$ cat src/hw/rtl/cvl_pkg.sv
// ---------------------------------------------------------------------------
// cvl_pkg: shared constants and types for the 3x3 line-buffered convolver
// Sizes, register indexes, the job record that travels from the front end to
// the arithmetic back end, and the coefficient extract.
// ---------------------------------------------------------------------------
package cvl_pkg;

  localparam int MAX_WIDTH      = 1024;
  localparam int MAX_HEIGHT     = 1024;
  localparam int PIXEL_BITS     = 16;
  localparam int COEF_FRAC_BITS = 14;
  localparam int KERNEL_DIM     = 3;
  localparam int KERNEL_TAPS    = KERNEL_DIM * KERNEL_DIM;
  localparam int INTERIOR_MIN   = KERNEL_DIM - 1;

  localparam int PIX_FIELD_W = 16;
  localparam int IN_DATA_W   = ((PIX_FIELD_W + 7) / 8) * 8;
  localparam int COEF_W      = 16;
  localparam int KROW_W      = KERNEL_DIM * COEF_W;
  localparam int DIM_W       = 11;
  localparam int COL_W       = $clog2(MAX_WIDTH);
  localparam int ROW_W       = $clog2(MAX_HEIGHT);
  localparam int FILL_W      = $clog2(MAX_WIDTH + 1);
  localparam int VALUE_W     = 22;
  localparam int OUT_FIELD_W = VALUE_W + COL_W + ROW_W;
  localparam int OUT_DATA_W  = ((OUT_FIELD_W + 7) / 8) * 8;
  localparam int CFG_IDX_W   = 3;

  // unsigned pixel (zero-extended) times signed coefficient, then the sums
  localparam int PROD_W = PIXEL_BITS + 1 + COEF_W;
  localparam int RSUM_W = PROD_W + 2;
  localparam int SUM_W  = PROD_W + 4;

  localparam int QUEUE_DEPTH = 4;
  localparam int QPTR_W      = $clog2(QUEUE_DEPTH);
  localparam int QCNT_W      = $clog2(QUEUE_DEPTH + 1);

  typedef enum logic [CFG_IDX_W-1:0] {
    CFG_KERNEL_TOP    = 3'd0,
    CFG_KERNEL_MID    = 3'd1,
    CFG_KERNEL_BOTTOM = 3'd2,
    CFG_IMAGE_WIDTH   = 3'd3,
    CFG_IMAGE_HEIGHT  = 3'd4
  } cfg_idx_t;

  typedef logic [PIXEL_BITS-1:0] pix_t;

  // position of the pixel just taken and what it completes
  typedef struct packed {
    logic [COL_W-1:0] col;
    logic [ROW_W-1:0] row;
    logic             interior;
    logic             border;
    logic             frame_last;
  } cvl_pos_t;

  // tap index is KERNEL_DIM * window column + kernel row
  typedef struct packed {
    pix_t [KERNEL_TAPS-1:0] tap;
    cvl_pos_t               pos;
  } cvl_job_t;

  function automatic logic signed [COEF_W-1:0] coef_at(input logic [KROW_W-1:0] krow,
                                                       input int k);
    coef_at = krow[k*COEF_W +: COEF_W];
  endfunction

endpackage

$ cat src/hw/rtl/cvl_queue.sv
// ---------------------------------------------------------------------------
// cvl_queue: short job queue between front end and back end
// Lets the front keep taking pixels while the arithmetic waits on the output.
// ---------------------------------------------------------------------------
module cvl_queue import cvl_pkg::*; (
  input  logic     clk,
  input  logic     rst_n,
  input  logic     push,
  input  cvl_job_t push_job,
  output logic     full,
  input  logic     pop,
  output cvl_job_t head,
  output logic     empty
);

  cvl_job_t          slot_r [QUEUE_DEPTH];
  logic [QPTR_W-1:0] wr_ptr_r, rd_ptr_r;
  logic [QCNT_W-1:0] count_r;
  logic              do_push, do_pop;

  assign full    = (count_r == QCNT_W'(QUEUE_DEPTH));
  assign empty   = (count_r == '0);
  assign do_push = push && !full;
  assign do_pop  = pop && !empty;
  assign head    = slot_r[rd_ptr_r];

  always_ff @(posedge clk) begin
    if (!rst_n) begin
      wr_ptr_r <= '0;
      rd_ptr_r <= '0;
      count_r  <= '0;
    end else begin
      if (do_push) begin
        wr_ptr_r <= wr_ptr_r + QPTR_W'(1);
      end
      if (do_pop) begin
        rd_ptr_r <= rd_ptr_r + QPTR_W'(1);
      end
      if (do_push && !do_pop) begin
        count_r <= count_r + QCNT_W'(1);
      end else if (do_pop && !do_push) begin
        count_r <= count_r - QCNT_W'(1);
      end
    end
  end

  always_ff @(posedge clk) begin
    if (do_push) begin
      slot_r[wr_ptr_r] <= push_job;
    end
  end

endmodule

$ cat config.mk
export PLATFORM = sky130hd
export DESIGN_NAME = cvl_queue
export DESIGN_NICKNAME = d
export VERILOG_FILES = /design/src/hw/rtl/cvl_pkg.sv /design/src/hw/rtl/cvl_queue.sv
export SDC_FILE = /design/constraint.sdc
export NUM_CORES = 1
export LEC_CHECK = 0
export ABC_AREA = 1
export BUFFER_PORTS_ARGS = -buffer_cell sky130_fd_sc_hd__buf_2
export CAP_MARGIN = 25
export CORE_ASPECT_RATIO = 1.4
export CORE_MARGIN = 5
export CORE_UTILIZATION = 59
export CTS_BUF_LIST = sky130_fd_sc_hd__clkbuf_4 sky130_fd_sc_hd__clkbuf_8
export DETAILED_ROUTE_END_ITERATION = 10
export PLACE_DENSITY = 0.79
export RECOVER_POWER = 100
export SLEW_MARGIN = 25
export SYNTH_ARGS = -nofsm -noshare
export SYNTH_HDL_FRONTEND = slang
export SYNTH_SLANG_ARGS = --single-unit
$ cat constraint.sdc
create_clock -name clk -period 11.24 [get_ports clk]
set_input_delay 1.124 -clock clk [delete_from_list [all_inputs] [get_ports clk]]
set_output_delay 1.124 -clock clk [all_outputs]
set_load 0.02 [all_outputs]
# Word-level counts from Yosys, hierarchy flattened

Memory sizes are Yosys's and may differ from the RTL's. A register that Yosys moved wholly into a read port is not among the register bits.
Cells that the tools add are included.

$add $sub $neg: 4
Multipliers: 0
Div/mod/pow operators: 0
Magnitude comparators: 0
Eq/ne operators: 1
Shifts and indexed selects: 0
Multiplexer cells: 6
Bitwise gates (word level): 0
Reduce and logical (&&, ||, !) cells: 10

Operator list:

| operator                                                            | number |
|---|---|
| 3-bit 2-to-1 mux                                                    | 2 |
| 2-bit by 1-bit adder with 2-bit output (second input constant)      | 2 |
| 1-bit logical AND                                                   | 4 |
| 1-bit zero test                                                     | 4 |
| 2-bit 2-to-1 mux                                                    | 2 |
| 3-bit by 1-bit adder with 3-bit output (second input constant)      | 1 |
| 3-bit equality test (second input constant)                         | 1 |
| 3-bit zero test                                                     | 1 |
| 3-bit by 1-bit subtractor with 3-bit output (second input constant) | 1 |
| 1-bit 2-to-1 mux                                                    | 2 |
| 2-bit nonzero test                                                  | 1 |

Bits in registers: 7
Latch bits: 0
Memory bits (writable): 668
Bits in read-only memories: 0
Input bits: 171
Output and inout port bits: 169
Memories kept: 1

Memories:

| memory | depth | bits a word | read ports | clocked after Yosys merged registers in | wr ports | RTL line        | source |
|---|---|---|---|---|---|---|---|
| slot_r | 4     | 167         | 1          | 1                                       | 1        | cvl_queue.sv:16 | `cvl_job_t slot_r [QUEUE_DEPTH];` |

# Longest topological paths before layout

Gate-level depths: netlist of run 1.

Depth in word-level cells: 7
Depth in mapped cells: 13
Depth with buffers taken out: 13

# Least setup slack after synthesis of run 1

Ideal clock, no wire load.

Path kind: in2reg
From: in push
To: mem slot_r[0][0] in the netlist's numbering, enable pin
Setup time: 0.696 ns
Data arrival time: 8.163 ns
Data required time: 10.544 ns
Setup slack: 2.380 ns
Stages: 2
Path buffers: 0
Cell sequence: nand2_1 nor2_1

Longest elaborated chain between the ends: 3

RTL lines:

| item                                   | RTL line        | source |
|---|---|---|
| start, declared                        | cvl_queue.sv:8  | `input logic push,` |
| 1-bit logical AND                      | cvl_queue.sv:23 | `assign do_push = push && !full;` |
| 1-bit 2-to-1 mux                       | cvl_queue.sv:48 | `if (do_push) begin` |
| 1-bit 2-to-1 mux (implied by the code) | cvl_queue.sv:49 | `slot_r[wr_ptr_r] <= push_job;` |
| end, declared                          | cvl_queue.sv:16 |  |

Every way passes these cells.

==> impl_metrics.json, run 1 <==
{
  "status": "finished with violations",
  "violations": "max-capacitance violations, max-slew violations",
  "use_met3": 0.0712,
  "die_area_sq_mm": 0.0470,
  "synth_seq_cells": 677,
  "final_util": 0.679,
  "die-width_microns": 185,
  "final_cell_mix": "edfxtp_1 (668), nor2_1 (345), o21ai_0 (316)",
  "syn-mean-instance-area_sq_um": 15.0,
  "slowest_stage": "dfxtp_1",
  "first_pass_iters": 5,
  "synth_cells": 1684,
  "routabilityCongestion": 0.760,
  "fin_nets": 2203,
  "tightest_slew_ns": 5.38,
  "row_count": 89,
  "ioPinCount": 340,
  "tns_ns": 0,
  "cts_made_buffers": 95,
  "yosysSeqAreaShare": 0.803,
  "critPathRequiredTime_ns": 10.12,
  "worstSkewPairLatency_ns": 0.65,
  "initial_core_util": 0.597,
  "skew_ns": 0.0297,
  "portBuffers": 339,
  "cts_tree": "done",
  "p_leak_nw": 9.41,
  "h-tree-depth": 3,
  "maxCapViolCount": 6,
  "clockRootBuffer": "clkbuf_8",
  "syn_to_final_growth_pct": 13.7,
  "final_layout_size_suffix_gt1_frac": 0.116,
  "final-setup-viol-count": 0,
  "grt_setup_unrepaired": "false",
  "die_h_microns": 255,
  "core_area_sq_mm": 0.0422,
  "grt_max_degree": 267,
  "grt_pass1_vias": 15500,
  "cp_data_arrival_time_ns": 5.13,
  "clkTransAtPathRegs_ns": 0.07,
  "worstPathMaxFanout": 182,
  "grt_usage": 0.224,
  "route.detailed.wl_per_inst_microns": 20.6,
  "antenna_found_initial": 13,
  "cts_buffer_depth": 3,
  "min_period_over_period": 0.556,
  "dp_hpwl_microns": 30100,
  "cts_num_sinks": 677,
  "yosysTopAreaCell": "edfxtp_1",
  "period_needed_ns": 6.25,
  "slew-limit-headroom": -2.58,
  "final_max_slew_viol_count": 339,
  "power_density_mw_per_mm2": 233,
  "num_vias": 15500,
  "ys_types": 21,
  "top_usage_layer": "met2",
  "grt_util_met1": 0.271,
  "irDropWorstVdd_mv": 0.176,
  "cp-start-kind": "flop",
  "synth_fp_nets": 1861,
  "ys_warn_count": 0,
  "wirelength_microns": 54800,
  "route.antenna.remaining_nets": 0,
  "critical_path_class": "reg2out",
  "gr-total-overflow": 0,
  "synthTopCellsByArea": "edfxtp_1 (80%), nor2_1 (5.2%), o21ai_0 (4.7%), o22ai_1 (4.1%), o21ai_1 (2.0%)",
  "drc": 0,
  "grt_first_pass_wirelength_microns": 81700,
  "final_hold_viol_count": 0,
  "cts_resized": 0,
  "avgViaCountPerCell": 5.81,
  "slowest_delay_ns": 1.98,
  "ctsHoldBuffers": 0,
  "post_cts_buffers": 0,
  "layout_commonest_cell": "edfxtp_1",
  "crit_path_end_kind": "output port",
  "max_clock_freq_ghz": 0.160,
  "drtIter0Drc": 1284,
  "hold_path.class": "reg2reg",
  "crit_chain": "inv_8 -> buf_12 -> o21ai_0 -> o22ai_1 -> clkbuf_1",
  "synth_top_area_share": 0.795,
  "synth_area_sq_mm": 0.0252,
  "grt_util_met2": 0.373,
  "nFillCells": 2896
}
## report_power, final
group          internal [mW]  leakage [nW]  total (mW)  switching (mW)
Clock                  0.921         0.940        1.79           0.866
Combinational          0.435          2.28        1.72            1.28
Sequential              3.08          6.19        3.16          0.0839
## cell usage after synthesis
master,count
edfxtp_1,668
nor2_1,348
o21ai_0,235
o22ai_1,167
o21ai_1,100
buf_2,44
clkbuf_1,29
buf_6,24
inv_1,16
nand2_1,15
buf_4,11
dfxtp_1,9
ha_1,5
nand3_1,4
a21oi_1,3
clkbuf_2,1
fa_1,1
inv_2,1
inv_6,1
nand3b_1,1
xor2_1,1
## final cells by class
class | instances | area (sq um) | share of cell area
antenna | 13 | 32.5 | 0.00114
clock buffer | 117 | 1490 | 0.0518
clock inverter | 60 | 325 | 0.0114
inverter | 18 | 77.6 | 0.00271
multi-input combinational | 880 | 4240 | 0.148
sequential | 677 | 20200 | 0.706
tap | 546 | 683 | 0.0238
timing repair buffer | 354 | 1570 | 0.0549
## flip-flops by register name, summed over array words and instances, names as in the netlist, named ones only
name,cells
rd_ptr_r,2
count_r,3
wr_ptr_r,2
slot_r,668
## per-layer routing
layer | routed length (microns) | up-vias | part of all wire
li1 | - | 7083 | -
met1 | 19800 | 7680 | 0.36
met2 | 28400 | 603 | 0.52
met3 | 5010 | 100 | 0.091
met4 | 1610 | 6 | 0.029
met5 | 46 | - | 0.00084
## critical path, delay by kind of cell (launching register included)
family,cells,cell delay (ns)
AO/OA/AOI/OAI,2,0.52
flip-flops,1,1.98
buffers and inverters,3,1.48
## cell families (layout without fill, tap and decap cells)
logic type	count (synthesis)	count (layout)	share of synthesized area
flip-flops	677	677	0.803
AO/OA/AOI/OAI	505	505	0.109
AND/OR/NAND/NOR	368	368	0.0551
buffers and inverters	127	549	0.0301
adder cells (fa/ha/maj)	6	6	0.00327
XOR/XNOR	1	1	0.000347
other	0	13	0
## through the flow
stage / instances / cell area (sq um) / setup slack, ns / power [mW] / hold WS (ns)
2_1_floorplan: 1684 / 25200 / 2.38 / 4.45 / 0.465
3_3_place_gp: 2471 / 27100 / 7.42 / 4.92 / 0.481
3_5_place_dp: 2472 / 27100 / 7.38 / 4.99 / 0.499
4_1_cts: 2649 / 28900 / 6.67 / 6.76 / 0.518
5_1_grt: 2658 / 28600 / 4.84 / 6.99 / 0.537
6_report: 2665 / 28700 / 4.99 / 6.67 / 0.515
## worst paths after layout
kind / from / cells past startpoint / slack [ns] / endpoint
setup / recovery: flop / 5 / 4.99 / head[0]
hold / removal: rd_ptr_r[1] / 2 / 0.52 / flop
setup reg to reg: count_r[0] / 6 / 5.67 / slot_r[3][102]
hold reg to reg: rd_ptr_r[1] / 2 / 0.52 / flop
Power figures use the tool's default switching activity.
==> inputs of run 2 (changes only) <==
Clock period 11.24 ns to 6.3 ns, I/O delays scaled along.
==> impl_metrics.json, run 2 (synthesized netlist as in run 1, its figures left out) <==
{
  "status": "finished with violations",
  "violations": "max-capacitance violations, max-slew violations",
  "slew-limit-headroom": -1.39,
  "slowest_stage": "clkbuf_2",
  "critPathRequiredTime_ns": 5.67,
  "gr-total-overflow": 0,
  "min_period_over_period": 0.818,
  "final-setup-viol-count": 0,
  "final_cell_area_sq_mm": 0.0284,
  "skew_ns": 0.0169,
  "ctsHoldBuffers": 0,
  "cts_tree": "done",
  "grt_usage": 0.234,
  "critical_path_class": "reg2out",
  "largest_reg_flops": 668,
  "clkTransAtPathRegs_ns": 0.07,
  "maxCapViolCount": 14,
  "grt_pass1_vias": 15900,
  "die_area_sq_mm": 0.0470,
  "route.antenna.remaining_nets": 0,
  "crit_buf_inv": 2,
  "hold_path.class": "in2reg",
  "final-seq-area_sq_mm": 0.0202,
  "finalPower_mw": 11.9,
  "cts_resized": 0,
  "drtIter0Drc": 1217,
  "cp-start-kind": "flop",
  "final_cell_mix": "edfxtp_1 (668), nor2_1 (348), clkbuf_1 (313)",
  "slowest_delay_ns": 1.48,
  "irDropWorstVdd_mv": 0.295,
  "p_leak_nw": 9.24,
  "post-place-cells": 2478,
  "routabilityCongestion": 0.795,
  "crit_chain": "clkbuf_2 -> o21ai_0 -> o22ai_1 -> clkbuf_1",
  "antenna_found_initial": 12,
  "ioPinCount": 340,
  "portBuffers": 339,
  "final_max_slew_viol_count": 813,
  "num_vias": 15500,
  "row_count": 89,
  "placed_area_sq_mm": 0.0271,
  "layout_commonest_cell": "edfxtp_1",
  "crit_path_end_kind": "output port",
  "h-tree-depth": 3,
  "grt_max_degree": 183,
  "grt_first_pass_wirelength_microns": 84900,
  "final_layout_size_suffix_gt1_frac": 0.0903,
  "multi_input_area_sq_mm": 0.00422,
  "cp_top_family": "buffers and inverters",
  "initial_core_util": 0.597,
  "cts_num_sinks": 677,
  "fin_nets": 2204,
  "tightest_slew_ns": 3.59,
  "syn_to_final_growth_pct": 12.8,
  "whs_ns": 0.234,
  "die_h_microns": 255,
  "first_pass_iters": 5,
  "drc": 0,
  "avgViaCountPerCell": 5.86,
  "cp_data_arrival_time_ns": 4.52,
  "clockRootBuffer": "clkbuf_8",
  "grt_setup_unrepaired": "false",
  "route.detailed.wl_per_inst_microns": 21.4,
  "worstPathMaxFanout": 98,
  "post_cts_buffers": 0,
  "top_regs": "slot_r: 668 flops, count_r: 3 flops",
  "nFillCells": 2967,
  "dp_hpwl_microns": 32500,
  "stdcell_count": 2652,
  "min_from": "push_job[36]",
  "final_util": 0.674,
  "power_density_mw_per_mm2": 417,
  "core_area_sq_mm": 0.0422,
  "period_needed_ns": 5.15,
  "regMostFlops": "slot_r",
  "wirelength_microns": 56800,
  "timing.rr.start": "count_r[0]",
  "worstSkewPairLatency_ns": 0.64,
  "cts_buffer_depth": 3,
  "final_hold_viol_count": 0,
  "die-width_microns": 185,
  "cts_made_buffers": 93,
  "max_clock_freq_ghz": 0.194
}
[run 2: cell types whose count changed in the layout (fill, tap and decap cells not counted), sizes merged]
cell,change
clkbuf,+72
buf,-59
diode,+1
inv,+4
clkinvlp,-5
clkinv,-26
[run 2: path summary, 6_finish.rpt]
path	cells past startpoint	slack [ns]	end
worst min register to register	2	0.51	flop
worst max-delay path	4	1.15	head[114]
worst max register to register	5	1.23	slot_r[0][125]
worst min-delay path	1	0.23	slot_r[3][36]
[run 2: worst register-to-register path, stage by stage (launching register included)]
cell	delay [ns]
dfxtp_1	0.40
nor2_1	0.08
nand2_1	0.13
nand2_1	0.15
nor2_1	1.18
clkbuf_1	2.62
[run 2: final cells by class]
cell class | count | area share
Antenna cell | 14 | 0.00123
Sequential cell | 677 | 0.712
Timing Repair Buffer | 357 | 0.0502
Clock inverter | 33 | 0.00783
Multi-Input combinational cell | 880 | 0.148
Inverter | 18 | 0.00273
Tap cell | 546 | 0.0240
Clock buffer | 127 | 0.0540
[run 2: metal layers]
layer | GRT usage | wire length, microns | vias to the layer above
met5 | 0 | 28 | -
met4 | 0.110 | 2310 | 4
met3 | 0.0728 | 5450 | 139
met2 | 0.399 | 29300 | 661
met1 | 0.273 | 19800 | 7656
li1 | - | - | 7080
[run 2: per-stage QoR]
| step | setup slack [ns] | TNS (ns) |
|---|---|---|
| global route | 0.798 | 0 |
| CTS | 1.76 | 0 |
| detailed placement | 2.49 | 0 |
| global placement | 2.53 | 0 |
| finish | 1.15 | 0 |
| floorplan | -2.07 | -1379.82 |
[run 2: where the power goes]
part	internal [mW]	leakage, nW	switching, mW	total (mW)
logic	0.709	2.11	2.29	3.00
clock network	1.66	0.933	1.52	3.19
registers	5.51	6.19	0.171	5.68
==> inputs of run 3 (changes only) <==
Settings changed: CORE_UTILIZATION 59 to 54, PLACE_DENSITY 0.79 to 0.77.
Clock period 6.3 ns to 4.5 ns, I/O delays scaled along.
==> impl_metrics.json, run 3 (synthesized netlist as in run 1, its figures left out) <==
{
  "cts_buffer_depth": 3,
  "cp_data_arrival_time_ns": 3.58,
  "fin_nets": 2378,
  "cts_tree": "done",
  "core_area_sq_mm": 0.0461,
  "cts_resized": 0,
  "final_cell_mix": "edfxtp_1 (668), nor2_1 (348), clkbuf_1 (332)",
  "period_needed_ns": 4.03,
  "drc": 0,
  "pwr-share-seq": 0.469,
  "num_vias": 16500,
  "dpl_worst_slack_ns": 1.55,
  "hold_path.class": "in2reg",
  "status": "finished with violations",
  "portBuffers": 339,
  "fin_ws_ns": 0.467,
  "grt_first_pass_wirelength_microns": 93100,
  "power_density_mw_per_mm2": 554,
  "grt_usage": 0.233,
  "cts_num_sinks": 677,
  "critical_path_class": "reg2out",
  "power.clock.fraction": 0.263,
  "tightest_slew_ns": 2.47,
  "grt_max_degree": 177,
  "cts_made_buffers": 94,
  "intPower_mw": 11.1,
  "switching_power_mw": 5.69,
  "regMostFlops": "slot_r",
  "critPathRequiredTime_ns": 4.05,
  "avgViaCountPerCell": 5.69,
  "slew-limit-headroom": -0.648,
  "violations": "max-capacitance violations, max-slew violations",
  "worstSkewPairLatency_ns": 0.66,
  "ioPinCount": 340,
  "max_clock_freq_ghz": 0.248,
  "row_count": 93,
  "finalPower_mw": 16.8,
  "dp_hpwl_microns": 32900,
  "final-setup-viol-count": 0,
  "swShare": 0.339,
  "syn_to_final_growth_pct": 19.9,
  "min_period_over_period": 0.896,
  "die_area_sq_mm": 0.0512,
  "worstPathMaxFanout": 88,
  "route.antenna.remaining_nets": 0,
  "p_leak_nw": 9.90,
  "largest_reg_flops": 668,
  "p_comb_frac": 0.268,
  "maxCapViolCount": 11,
  "cp-start-kind": "flop",
  "final_util": 0.656,
  "die_h_microns": 266,
  "skew_ns": 0.0292,
  "final_max_slew_viol_count": 686,
  "wirelength_microns": 60800,
  "slowest_delay_ns": 1.36,
  "stdcell_count": 2892,
  "initial_core_util": 0.547,
  "clkTransAtPathRegs_ns": 0.06,
  "layout_commonest_cell": "edfxtp_1",
  "final_layout_size_suffix_gt1_frac": 0.0759,
  "crit_buf_inv": 2,
  "die-width_microns": 193,
  "antenna_found_initial": 11,
  "h-tree-depth": 3,
  "whs_ns": 0.103,
  "route.detailed.wl_per_inst_microns": 21.0,
  "crit_chain": "clkbuf_2 -> o21ai_0 -> o22ai_1 -> clkbuf_1",
  "clockRootBuffer": "clkbuf_8",
  "post-place-cells": 2554,
  "gr-total-overflow": 0,
  "top_regs": "slot_r: 668 flops, count_r: 3 flops",
  "first_pass_iters": 5,
  "grt_setup_unrepaired": "false",
  "crit_path_end_kind": "output port",
  "final_hold_viol_count": 0,
  "slowest_stage": "clkbuf_2",
  "cp_top_family": "buffers and inverters",
  "drtIter0Drc": 1282,
  "grt_pass1_vias": 17300,
  "irDropWorstVdd_mv": 0.425,
  "routabilityCongestion": 0.773
}
## run 3: changes by cell type in the layout (fill, tap and decap cells not counted), sizes merged
cell         change
bufinv           -1
inv              -4
clkinvlp         +3
buf             -16
clkinv           +3
clkbuf          +20
diode            -4
dlygate4sd3    +168
## run 3: layout make-up
cell class	instances	area, sq um
Antenna cell	10	25.0
Fill cell	3264	15800
Sequential cell	677	20200
Multi-Input combinational cell	880	4220
Timing Repair Buffer	530	3170
Inverter	18	77.6
Tap cell	617	772
Clock buffer	126	1550
Clock inverter	34	178
## run 3: power groups by stage
| stage | logic [mW] | clock network [mW] | registers, mW |
|---|---|---|---|
| final | 4.49 | 4.41 | 7.87 |
| after global routing | 4.85 | 4.80 | 7.91 |
| after detailed placement | 4.57 | 0 | 7.95 |
| after global placement | 4.46 | 0 | 7.92 |
| after CTS | 4.72 | 4.48 | 7.82 |
| after floorplan | 3.03 | 0 | 8.00 |
## run 3: tightest hold or removal path, stage by stage
cell,delay [ns]
buf_2,0.10
nand3b_1,0.08
nand2_1,0.06
nor2_1,0.03
## run 3: repair_timing
item,4_1_cts,5_1_grt
hold buffers,168,0
buffers inserted,0,0
hold endpoints to repair,672,0
## run 3: layer usage
metal,vias up,global-route usage,wire length (microns),part of all wire
met3,162,0.0511,4640,0.076
met4,2,0.111,2310,0.038
met1,8097,0.264,21500,0.35
met5,-,0,11,0.00018
met2,780,0.417,32300,0.53
li1,7417,-,-,-
## run 3: per-stage QoR
| stage | TNS [ns] | cell area [sq um] |
|---|---|---|
| 3_5_place_dp | 0 | 27300 |
| 5_1_grt | 0 | 30200 |
| 6_report | 0 | 30200 |
| 2_1_floorplan | -670.38 | 25200 |
| 3_3_place_gp | 0 | 27300 |
| 4_1_cts | 0 | 30800 |
## run 3: path summary, 6_finish.rpt
path	startpoint	endpoint	slack, ns	cells after the start
hold / removal	push	wr_ptr_r[1]	0.10	4
hold reg to reg	rd_ptr_r[1]	flop	0.50	2
setup reg to reg	count_r[0]	slot_r[0][100]	0.67	5
setup / recovery	flop	head[92]	0.47	4
